$ cat src/hw/rtl/chenc_pkg.sv
`timescale 1ns / 1ps
`default_nettype none

package chenc_pkg;

    // chunk length bits taken from the input field
    localparam int LENGTH_BITS = 32;
    localparam int LEN_W       = (LENGTH_BITS < 32) ? LENGTH_BITS : 32;

    // hex header always spans eight nibbles before zero suppression
    localparam int HEX_DIGITS = 8;
    localparam int HEX_W      = HEX_DIGITS * 4;
    localparam int IDX_W      = $clog2(HEX_DIGITS);

    localparam logic [IDX_W-1:0] IDX_LAST = IDX_W'(HEX_DIGITS - 1);

    // input item kinds
    localparam logic KIND_BEGIN = 1'b0;
    localparam logic KIND_BYTE  = 1'b1;

    // framing characters
    localparam logic [7:0] CH_CR    = 8'h0d;
    localparam logic [7:0] CH_LF    = 8'h0a;
    localparam logic [7:0] CH_DIGIT = 8'h30;
    localparam logic [7:0] CH_ALPHA = 8'h61;

    // work the back end carries out for one accepted item
    typedef enum logic [1:0] {
        OP_BYTE     = 2'd0,
        OP_BYTE_END = 2'd1,
        OP_ERROR    = 2'd2,
        OP_HEADER   = 2'd3
    } op_t;

    typedef struct packed {
        op_t              op;
        logic [7:0]       data;
        logic [HEX_W-1:0] hex;
        logic [IDX_W-1:0] start;
        logic             zero;
    } cmd_t;

    // lowercase ascii hex digit
    function automatic logic [7:0] hex_digit(input logic [3:0] d);
        logic [7:0] w;
        w = {4'h0, d};
        if (d < 4'd10)
            return 8'(CH_DIGIT + w);
        else
            return 8'(CH_ALPHA + w - 8'd10);
    endfunction

endpackage

`default_nettype wire

$ cat src/hw/rtl/chenc_front.sv
`timescale 1ns / 1ps
`default_nettype none

module chenc_front import chenc_pkg::*;
(
    input  wire logic        clk,
    input  wire logic        rst_n,
    input  wire logic        in_valid,
    output logic             in_ready,
    input  wire logic        kind,
    input  wire logic [31:0] chunk_length,
    input  wire logic [7:0]  payload_byte,
    input  wire logic        cfg_valid,
    output logic             cfg_ready,
    input  wire logic        chunked_mode,
    output logic             push_valid,
    input  wire logic        push_ready,
    output cmd_t             push_cmd
);

    logic [LEN_W-1:0] bytes_reg, bytes_next;
    logic             mode_reg, mode_next;
    logic [LEN_W-1:0] len;
    logic [HEX_W-1:0] hex_val;
    logic [IDX_W-1:0] start_idx;

    // a mode write blocks input, so no word is taken alongside it
    assign in_ready  = push_ready && !cfg_valid;
    assign cfg_ready = 1'b1;
    assign len       = chunk_length[LEN_W-1:0];

    // zero-extend length to the full header width
    always_comb
    begin
        hex_val            = '0;
        hex_val[LEN_W-1:0] = len;
    end

    // first printed digit: most significant nonzero nibble, or the last one
    always_comb
    begin
        start_idx = IDX_LAST;
        for (int i = 0; i < HEX_DIGITS; i++)
        begin
            if (hex_val[i*4 +: 4] != 4'h0)
                start_idx = IDX_W'(HEX_DIGITS - 1 - i);
        end
    end

    // classify the word and update chunk state
    always_comb
    begin
        bytes_next     = bytes_reg;
        mode_next      = mode_reg;
        push_valid     = 1'b0;
        push_cmd.op    = OP_BYTE;
        push_cmd.data  = payload_byte;
        push_cmd.hex   = hex_val;
        push_cmd.start = start_idx;
        push_cmd.zero  = (len == '0);
        if (cfg_valid)
        begin
            mode_next  = chunked_mode;
            bytes_next = '0;
        end
        else if (in_valid && in_ready)
        begin
            if (!mode_reg)
            begin
                push_valid = (kind == KIND_BYTE);
            end
            else if (kind == KIND_BYTE)
            begin
                push_valid = 1'b1;
                if (bytes_reg == '0)
                begin
                    push_cmd.op   = OP_ERROR;
                    push_cmd.data = '0;
                end
                else
                begin
                    bytes_next  = bytes_reg - LEN_W'(1);
                    push_cmd.op = (bytes_reg == LEN_W'(1)) ? OP_BYTE_END : OP_BYTE;
                end
            end
            else
            begin
                push_valid = 1'b1;
                if (bytes_reg != '0)
                begin
                    push_cmd.op   = OP_ERROR;
                    push_cmd.data = '0;
                end
                else
                begin
                    push_cmd.op = OP_HEADER;
                    bytes_next  = len;
                end
            end
        end
    end

    always_ff @(posedge clk or negedge rst_n)
    begin
        if (!rst_n)
        begin
            bytes_reg <= '0;
            mode_reg  <= 1'b0;
        end
        else
        begin
            bytes_reg <= bytes_next;
            mode_reg  <= mode_next;
        end
    end

endmodule

`default_nettype wire

$ cat src/hw/rtl/chenc_fifo.sv
`timescale 1ns / 1ps
`default_nettype none

module chenc_fifo import chenc_pkg::*;
(
    input  wire logic clk,
    input  wire logic rst_n,
    input  wire logic push_valid,
    output logic      push_ready,
    input  cmd_t      push_cmd,
    output logic      pop_valid,
    input  wire logic pop_ready,
    output cmd_t      pop_cmd
);

    cmd_t       entry_reg [2];
    logic       wr_ptr_reg, wr_ptr_next;
    logic       rd_ptr_reg, rd_ptr_next;
    logic [1:0] count_reg, count_next;
    logic       do_push, do_pop;

    assign push_ready = (count_reg != 2'd2);
    assign pop_valid  = (count_reg != 2'd0);
    assign pop_cmd    = entry_reg[rd_ptr_reg];
    assign do_push    = push_valid && push_ready;
    assign do_pop     = pop_valid && pop_ready;

    // pointer and fill count
    always_comb
    begin
        wr_ptr_next = do_push ? ~wr_ptr_reg : wr_ptr_reg;
        rd_ptr_next = do_pop ? ~rd_ptr_reg : rd_ptr_reg;
        count_next  = count_reg;
        if (do_push && !do_pop)
            count_next = count_reg + 2'd1;
        else if (do_pop && !do_push)
            count_next = count_reg - 2'd1;
    end

    always_ff @(posedge clk or negedge rst_n)
    begin
        if (!rst_n)
        begin
            wr_ptr_reg <= 1'b0;
            rd_ptr_reg <= 1'b0;
            count_reg  <= 2'd0;
        end
        else
        begin
            wr_ptr_reg <= wr_ptr_next;
            rd_ptr_reg <= rd_ptr_next;
            count_reg  <= count_next;
        end
    end

    // entry storage
    always_ff @(posedge clk)
    begin
        if (do_push)
            entry_reg[wr_ptr_reg] <= push_cmd;
    end

endmodule

`default_nettype wire

$ cat src/hw/rtl/chenc_back.sv
`timescale 1ns / 1ps
`default_nettype none

module chenc_back import chenc_pkg::*;
(
    input  wire logic  clk,
    input  wire logic  rst_n,
    input  wire logic  pop_valid,
    output logic       pop_ready,
    input  cmd_t       pop_cmd,
    output logic       out_valid,
    input  wire logic  out_ready,
    output logic [7:0] out_byte,
    output logic       last,
    output logic       error
);

    typedef enum logic [6:0] {
        S_IDLE   = 7'b0000001,
        S_DATA   = 7'b0000010,
        S_DIGIT  = 7'b0000100,
        S_CR     = 7'b0001000,
        S_LF_MID = 7'b0010000,
        S_CR_END = 7'b0100000,
        S_LF_END = 7'b1000000
    } state_t;

    state_t           state_reg, state_next;
    cmd_t             cmd_reg, cmd_next;
    logic [IDX_W-1:0] idx_reg, idx_next;
    logic             out_fire, done;

    assign out_valid = (state_reg != S_IDLE);
    assign out_fire  = out_valid && out_ready;
    assign done      = (state_reg == S_IDLE) || (out_fire && last);
    assign pop_ready = done;

    // current output word
    always_comb
    begin
        out_byte = '0;
        last     = 1'b0;
        error    = 1'b0;
        unique case (state_reg)
            S_IDLE:
            begin
                out_byte = '0;
            end
            S_DATA:
            begin
                out_byte = cmd_reg.data;
                last     = (cmd_reg.op != OP_BYTE_END);
                error    = (cmd_reg.op == OP_ERROR);
            end
            S_DIGIT:
            begin
                out_byte = hex_digit(cmd_reg.hex[(IDX_LAST - idx_reg) * 4 +: 4]);
            end
            S_CR, S_CR_END:
            begin
                out_byte = CH_CR;
            end
            S_LF_MID:
            begin
                out_byte = CH_LF;
            end
            S_LF_END:
            begin
                out_byte = CH_LF;
                last     = 1'b1;
            end
            default:
            begin
                out_byte = '0;
            end
        endcase
    end

    // byte sequencer
    always_comb
    begin
        state_next = state_reg;
        cmd_next   = cmd_reg;
        idx_next   = idx_reg;
        if (done)
        begin
            if (pop_valid)
            begin
                cmd_next   = pop_cmd;
                idx_next   = pop_cmd.start;
                state_next = (pop_cmd.op == OP_HEADER) ? S_DIGIT : S_DATA;
            end
            else
            begin
                state_next = S_IDLE;
            end
        end
        else if (out_fire)
        begin
            unique case (state_reg)
                S_DATA:
                begin
                    state_next = S_CR;
                end
                S_DIGIT:
                begin
                    if (idx_reg == IDX_LAST)
                        state_next = S_CR;
                    else
                        idx_next = idx_reg + IDX_W'(1);
                end
                S_CR:
                begin
                    state_next = (cmd_reg.op == OP_HEADER && cmd_reg.zero) ? S_LF_MID : S_LF_END;
                end
                S_LF_MID:
                begin
                    state_next = S_CR_END;
                end
                S_CR_END:
                begin
                    state_next = S_LF_END;
                end
                default:
                begin
                    state_next = S_IDLE;
                end
            endcase
        end
    end

    always_ff @(posedge clk or negedge rst_n)
    begin
        if (!rst_n)
            state_reg <= S_IDLE;
        else
            state_reg <= state_next;
    end

    always_ff @(posedge clk)
    begin
        cmd_reg <= cmd_next;
        idx_reg <= idx_next;
    end

endmodule

`default_nettype wire

$ cat src/hw/rtl/http_chunked_encoder_unit.sv
`timescale 1ns / 1ps
`default_nettype none

// Chunked transfer encoder. Each input word is either a chunk begin carrying a
// length or one payload byte; the output is the framed byte stream, one byte per
// word, with last marking the final byte an input word caused. A payload byte
// gives one output byte (three for the final byte of a chunk, which adds CR LF).
// A begin gives 1 to 8 hex length digits and CR LF, or 0 CR LF CR LF for the zero
// length last chunk. The output sequencer gives one byte per cycle while out_ready
// is high and commands wait. The front end classifies words at one per cycle into
// a two-entry command queue while it has room, so input is taken while the output
// side is stalled until the queue fills. Writing chunked_mode (1 = chunked, 0 =
// pass-through) closes any open chunk; write it only while the block is idle.
// Out-of-sequence words give one error byte of zero.

module http_chunked_encoder_unit import chenc_pkg::*;
(
    input  wire logic        clk,
    input  wire logic        rst_n,
    input  wire logic        in_valid,
    output logic             in_ready,
    input  wire logic        kind,
    input  wire logic [31:0] chunk_length,
    input  wire logic [7:0]  payload_byte,
    output logic             out_valid,
    input  wire logic        out_ready,
    output logic [7:0]       out_byte,
    output logic             last,
    output logic             error,
    input  wire logic        cfg_valid,
    output logic             cfg_ready,
    input  wire logic        chunked_mode
);

    logic push_valid, push_ready, pop_valid, pop_ready;
    cmd_t push_cmd, pop_cmd;

    // classify words and track the open chunk
    chenc_front u_front (
        .clk          (clk),
        .rst_n        (rst_n),
        .in_valid     (in_valid),
        .in_ready     (in_ready),
        .kind         (kind),
        .chunk_length (chunk_length),
        .payload_byte (payload_byte),
        .cfg_valid    (cfg_valid),
        .cfg_ready    (cfg_ready),
        .chunked_mode (chunked_mode),
        .push_valid   (push_valid),
        .push_ready   (push_ready),
        .push_cmd     (push_cmd)
    );

    // command queue between the two sides
    chenc_fifo u_fifo (
        .clk        (clk),
        .rst_n      (rst_n),
        .push_valid (push_valid),
        .push_ready (push_ready),
        .push_cmd   (push_cmd),
        .pop_valid  (pop_valid),
        .pop_ready  (pop_ready),
        .pop_cmd    (pop_cmd)
    );

    // emit the framed bytes
    chenc_back u_back (
        .clk       (clk),
        .rst_n     (rst_n),
        .pop_valid (pop_valid),
        .pop_ready (pop_ready),
        .pop_cmd   (pop_cmd),
        .out_valid (out_valid),
        .out_ready (out_ready),
        .out_byte  (out_byte),
        .last      (last),
        .error     (error)
    );

endmodule

`default_nettype wire

$ cat config.mk
export PLATFORM = sky130hd
export DESIGN_NAME = http_chunked_encoder_unit
export DESIGN_NICKNAME = d
export VERILOG_FILES = /design/src/hw/rtl/chenc_pkg.sv /design/src/hw/rtl/chenc_front.sv /design/src/hw/rtl/chenc_fifo.sv /design/src/hw/rtl/chenc_back.sv /design/src/hw/rtl/http_chunked_encoder_unit.sv
export SDC_FILE = /design/constraint.sdc
export NUM_CORES = 1
export LEC_CHECK = 0
export BUFFER_PORTS_ARGS = -buffer_cell sky130_fd_sc_hd__buf_2
export CORE_MARGIN = 2
export CORE_UTILIZATION = 60
export DETAILED_ROUTE_END_ITERATION = 10
export GPL_ROUTABILITY_DRIVEN = 0
export GPL_TIMING_DRIVEN = 0
export HOLD_SLACK_MARGIN = 0.15
export PLACE_DENSITY = 0.75
export SLEW_MARGIN = 20
export SYNTH_ARGS = -nofsm -noshare
export SYNTH_HDL_FRONTEND = slang
export SYNTH_SLANG_ARGS = --single-unit
$ cat constraint.sdc
create_clock -name clk -period 10.7 [get_ports clk]
set_input_delay 1.605 -clock clk [delete_from_list [all_inputs] [get_ports clk]]
set_output_delay 1.605 -clock clk [all_outputs]
set_load 0.005 [all_outputs]
==> results.cfg, run 1 <==
[clock_network]
cts.path.max_buffers = 2
root_buffer = clkbuf_16
cts_tree = done
post_cts_buffers = 0
cts_resized = 0
clock_latency_ps = 430
hold_buffers = 0
h-tree-depth = 4
cts_sinks = 182
cts_buffers = 17
clk_pin_slew_ps = 70

[worst_setup_path]
reg2reg_depth = 7
max_stage_delay_ps = 580
rrSetupSlack_ps = 7660
required_ps = 9100
crit_type = register to output port
r2r-end = u_fifo.entry_reg[0][37]
worstSetupEndpointType = output port
startpoint_type = register
slowest_stage = mux4_2
path_common_cell = buf_2
worst-path-max-fanout = 9
critPathArrivalTime_ps = 2890
crit_start = u_back.idx_reg[0]
critical_path.cell_chain = buf_2 -> mux4_2 -> mux2i_1 -> ha_1 -> a21o_1 -> nand2_1 -> a221o_1 -> buf_2
r2r-start = u_front.bytes_reg[19]

[synth]
ys_seq_area_share_pct = 62.5
synth_top_area_share_pct = 49.4
synth_warnings = 0
syn_avg_cell_area_um2 = 13.2
synth_ff_type = edfxtp_1
ys_ff_latch = 182
synth_top_area_cell = edfxtp_1
synth_commonest_cells = 138 x edfxtp_1, 46 x mux2_2, 44 x nand2_1
ys_top_cells_by_area = edfxtp_1 49%, dfrtp_1 13%, mux2_2 6.2%
synthCells = 637
synthesis.area_um2 = 8390
async_reset_ff_share_pct = 24.2
synth_edf_count = 138
synth.distinct_cells = 68
syn_nets = 690
yosysMostFrequentCell = edfxtp_1

[route]
initialDrtViolationCount = 494
via_per_inst = 6.24
vias = 5681
drc_errors = 0
drtAntennaViolNets = 0
drtPass1Iterations = 5
wire_per_inst_um = 20.6
routed_wirelength_um = 18800

[timing]
rsz0062_at_grt = false
fin_crit_sh_pct = 42.0
tightest_slew_ps = 668
setup_tns_ps = 0
fmax_mhz = 223
finClkSkew_ps = 8.72
hold_viol = 0
setup-violations-final = 0
relSlewSlack_pct = 55.1
slew_violations = 0
period_needed_ps = 4490

[cells_and_area]
fin_nets = 770
largest_reg_flops = 92
n_fill_cell = 955
syn_to_final_growth_pct = 13.9
num_antenna_cells = 0
drive_gt1_share_pct = 24.7
seq_area_um2 = 5250
multi_input_area_um2 = 2960

[min_path]
whs_path_depth = 2
whs_endpoint = u_back.state_reg[0]
hp-class = register to register
hp-start = u_back.state_reg[0]

[place]
numPortBuffers = 58
place_hpwl_um = 13200

[run]
maxCapViolCount = 0

[floorplan]
num_rows = 43
dieArea_um2 = 15000
start_util_pct = 60.9
core_um2 = 13800
die_w_um = 122
fp.dieH_um = 122
ioPinCount = 60

[global_route]
gr-total-overflow = 0
grt_pass1_vias = 5638
grt_start_max_net_pins = 45
grt.total_usage_pct = 26.8
grt_pass1_wl_um = 29800
antenna_found_initial = 0

[run_status]
outcome = completed
## cell usage in the layout (no fill, tap or decap), types with 5 or more instances in the layout
master	n
dfrtp_1	43
nand2_1	44
clkinvlp_4	6
xnor2_1	12
nor4_1	17
mux4_2	8
nor2_1	33
and2_1	7
inv_1	9
a21o_1	7
and4_1	5
mux2_2	46
nor2b_1	12
or3_1	7
edfxtp_1	138
a22o_1	12
a21oi_1	29
nor3_1	12
clkbuf_16	17
xor2_1	9
nand3_1	14
buf_4	5
mux2i_1	7
nand4_1	7
and3_1	8
clkbuf_1	21
o21ai_0	31
ha_1	6
buf_2	63
o31ai_1	8
o211ai_1	7
or4_1	5
## cell type report
| class | count | area share, % |
|---|---|---|
| buffer | 34 | 1.58 |
| multi-input combinational | 410 | 31.0 |
| timing repair buffer | 61 | 3.77 |
| inverter | 11 | 0.432 |
| clock buffer | 19 | 4.63 |
| sequential | 182 | 54.9 |
| clock inverter | 13 | 1.39 |
| tap | 180 | 2.36 |
## through the flow
step	worst slack, ps	hold slack [ps]	util, %	instance area [µm²]	instances
2_1_floorplan	6090	455	-	8390	637
3_3_place_gp	4800	469	64.7	8910	875
3_5_place_dp	6660	492	65.2	8980	878
6_report	6210	493	69.4	9560	910
4_1_cts	6190	501	69.4	9560	910
5_1_grt	6060	521	69.4	9560	910
## routing by layer
metal	up-vias	share of wire, %	global-route usage (%)
met4	0	2.5	11.0
met1	2756	40	35.1
li1	2612	-	-
met3	37	7.1	5.02
met5	-	0	0
met2	276	50	44.4
## critical path: cells and delay by family (launching register included)
kind	cells	cell delay (ps)
simple gates	1	60
buf+inv	2	450
mux	2	920
fa+ha+maj	1	270
flops	1	350
compound gates	2	430
## logic make-up (layout without fill, tap and decap cells)
logic type	Yosys count	after routing	synth area share (%)
adders and majority gates	6	6	0.894
DFF	182	182	62.5
muxes	61	61	9.15
other	1	1	0.0447
buffers and inverters	45	138	2.30
AOI/OAI and AO/OA	127	127	10.1
xor gates and xnor gates	21	21	2.19
and+or+nand+nor	194	194	12.9
## worst max-delay path by stage
stage	to	slack, ps	cells past startpoint
after detailed placement	out_byte[2]	6660	8
after global routing	out_byte[2]	6060	8
final	out_byte[2]	6210	8
after global placement	u_fifo.entry_reg[0][40]	4800	5
after floorplan	u_fifo.entry_reg[0][0]	6090	4
after CTS	out_byte[2]	6190	8
Power of run 1 is not shown: default switching activity piles up to over one toggle a cycle in this logic, so the estimate is an artifact.
==> run 2, diff against run 1 <==
ABC_AREA = 1   (was not set)
clock period = 4.2 ns   (was 10.7 ns; I/O delays follow)
==> run 2 against run 1 <==
Against the previous run: design area increased by 5.9%; count of clock-buffer cells in the layout decreased by 1; die area increased by 6.5%; synthesized cell count increased by 59%; synthesized area increased by 6.8%; register-to-register slack got worse by 6300 ps; via count increased by 23%; critical endpoint is now out_byte[4]; largest cell class unchanged.
==> results.cfg, run 2 <==
[run_status]
outcome = completed

[cells_and_area]
drive_gt1_share_pct = 12.6
fin_nets = 1144
final_common_cell = nand2_1
multi_input_area_um2 = 3180
syn_to_final_growth_pct = 13.0
seq_area_um2 = 5250
n_fill_cell = 1093
largest_reg_flops = 92
final_cell_mix = 378 x nand2_1, 138 x edfxtp_1, 107 x inv_1
num_antenna_cells = 0

[timing]
tightest_slew_ps = 878
rsz0062_at_grt = false
slew_violations = 0
setup_ws_ps = 922
period_needed_ps = 3280
fmax_mhz = 305
relSlewSlack_pct = 41.5
setup_tns_ps = 0
fin_crit_sh_pct = 78.0
setup-violations-final = 0
hold_viol = 0
finClkSkew_ps = 12.8

[clock_network]
cts_resized = 0
clock_latency_ps = 440
cts_buffers = 17
root_buffer = clkbuf_16
clk_pin_slew_ps = 70
hold_buffers = 0
h-tree-depth = 4
cts.path.max_buffers = 2
cts_sinks = 182
post_cts_buffers = 0
cts_tree = done

[min_path]
hp-class = input pin to async pin

[synth]
synth_warnings = 0
synthCells = 1013
yosysMostFrequentCell = nand2_1
ys_ff_latch = 182
ys_top_cells_by_area = edfxtp_1 46%, nand2_1 16%, dfrtp_1 12%
syn_nets = 1066
synth_top_area_cell = edfxtp_1
synth_edf_count = 138
synth.distinct_cells = 37
synthesis.area_um2 = 8960
synth_commonest_cells = 378 x nand2_1, 138 x edfxtp_1, 107 x inv_1
syn_avg_cell_area_um2 = 8.85
synth_ff_type = edfxtp_1
ys_seq_area_share_pct = 58.5
async_reset_ff_share_pct = 24.2
synth_top_area_share_pct = 46.2

[power_and_ir_drop]
power_frac_seq_pct = 38.4
pwr-share-clk_pct = 22.5
p_comb_share_pct = 39.0
irDropWorstVdd_uv = 393
powerDensity_nw_per_um2 = 693
p_int_mw = 4.19
switching_power_mw = 2.83
p_sw_share_pct = 40.3
p_leak_nw = 4.71

[floorplan]
die_w_um = 126
num_rows = 44
start_util_pct = 61.4
core_um2 = 14600
dieArea_um2 = 15900
fp.dieH_um = 126
ioPinCount = 60

[route]
drtAntennaViolNets = 0
routed_wirelength_um = 20700
drc_errors = 0
vias = 6976
drtPass1Iterations = 5
via_per_inst = 5.42
initialDrtViolationCount = 722
wire_per_inst_um = 16.1

[global_route]
antenna_found_initial = 0
grt_pass1_vias = 6657
grt_pass1_wl_um = 33500
grt.total_usage_pct = 27.7
grt_start_max_net_pins = 45
gr-total-overflow = 0

[worst_setup_path]
critPathArrivalTime_ps = 2650
worst-path-max-fanout = 10
startpoint_type = register
required_ps = 3570
worstSetupEndpointType = output port
crit_type = register to output port

[place]
place_hpwl_um = 15200
dp_slack_ps = 1260
numPortBuffers = 57

[run]
maxCapViolCount = 0
run 2: cells by family after synthesis:
family | count (synthesis) | share of synthesized area [%]
AND/OR/NAND/NOR | 585 | 27.0
other | 1 | 0.0418
buffers and inverters | 136 | 6.13
multiplexers | 5 | 0.559
flip-flops | 182 | 58.5
AO/OA/AOI/OAI | 87 | 5.84
XOR/XNOR | 11 | 1.08
adder cells (fa/ha/maj) | 6 | 0.838
run 2: final timing paths:
path | start | endpoint | slack (ps) | cells past startpoint
setup / recovery | u_back.idx_reg[0] | out_byte[4] | 920 | 14
hold / removal | rst_n | u_front.bytes_reg[7] | 200 | 1
setup reg to reg | u_back.state_reg[4] | u_back.cmd_reg[7] | 1350 | 7
hold reg to reg | u_back.state_reg[0] | u_back.state_reg[0] | 490 | 2
max in group asynchronous | rst_n | u_fifo.rd_ptr_reg | 3580 | 1
min in group clk | chunk_length[30] | u_fifo.entry_reg[1][34] | 400 | 1
run 2: area by class of cell:
class / count / share of cell area [%]
clock inverter: 14 / 1.48
inverter: 111 / 4.11
buffer: 25 / 1.31
sequential: 182 / 51.8
clock buffer: 18 / 4.24
timing repair buffer: 59 / 3.38
tap: 184 / 2.27
multi-input combinational: 695 / 31.4
run 2: metal layers:
layer | part of all wire [%] | vias to the layer above | GRT usage (%)
met3 | 6.8 | 53 | 5.35
li1 | - | 3442 | -
met1 | 41 | 3218 | 35.3
met4 | 3.6 | 0 | 12.8
met2 | 49 | 263 | 46.2
met5 | 0 | - | 0
run 2: power by group through the flow:
| stage | Sequential [mW] | Clock, mW | Combinational, mW |
|---|---|---|---|
| floorplan | 2.68 | 0 | 1.97 |
| global placement | 2.73 | 0 | 2.61 |
| detailed placement | 2.73 | 0 | 2.70 |
| CTS | 2.70 | 1.59 | 2.72 |
| global route | 2.75 | 1.67 | 3.12 |
| finish | 2.70 | 1.58 | 2.74 |
run 2: stage by stage:
step / std cells / total power, mW / util [%] / hold slack, ps / area (µm²)
after floorplan: 1013 / 4.65 / - / 334 / 8960
after global placement: 1254 / 5.34 / 65.0 / 484 / 9480
after detailed placement: 1256 / 5.43 / 65.4 / 483 / 9550
after CTS: 1288 / 7.01 / 69.4 / 384 / 10100
after global routing: 1288 / 7.53 / 69.4 / 239 / 10100
final: 1288 / 7.02 / 69.4 / 196 / 10100
run 2: critical path: stages, from the launching register on:
cell	delay (ps)
edfxtp_1	390
buf_2	190
inv_1	220
buf_2	270
nor2_1	60
o21ai_0	160
nand2_1	90
nand2_1	90
inv_1	60
ha_1	210
nand2_1	90
inv_1	40
o21ai_0	140
nand2_1	80
buf_2	130
(Power assumes the default switching activity.)
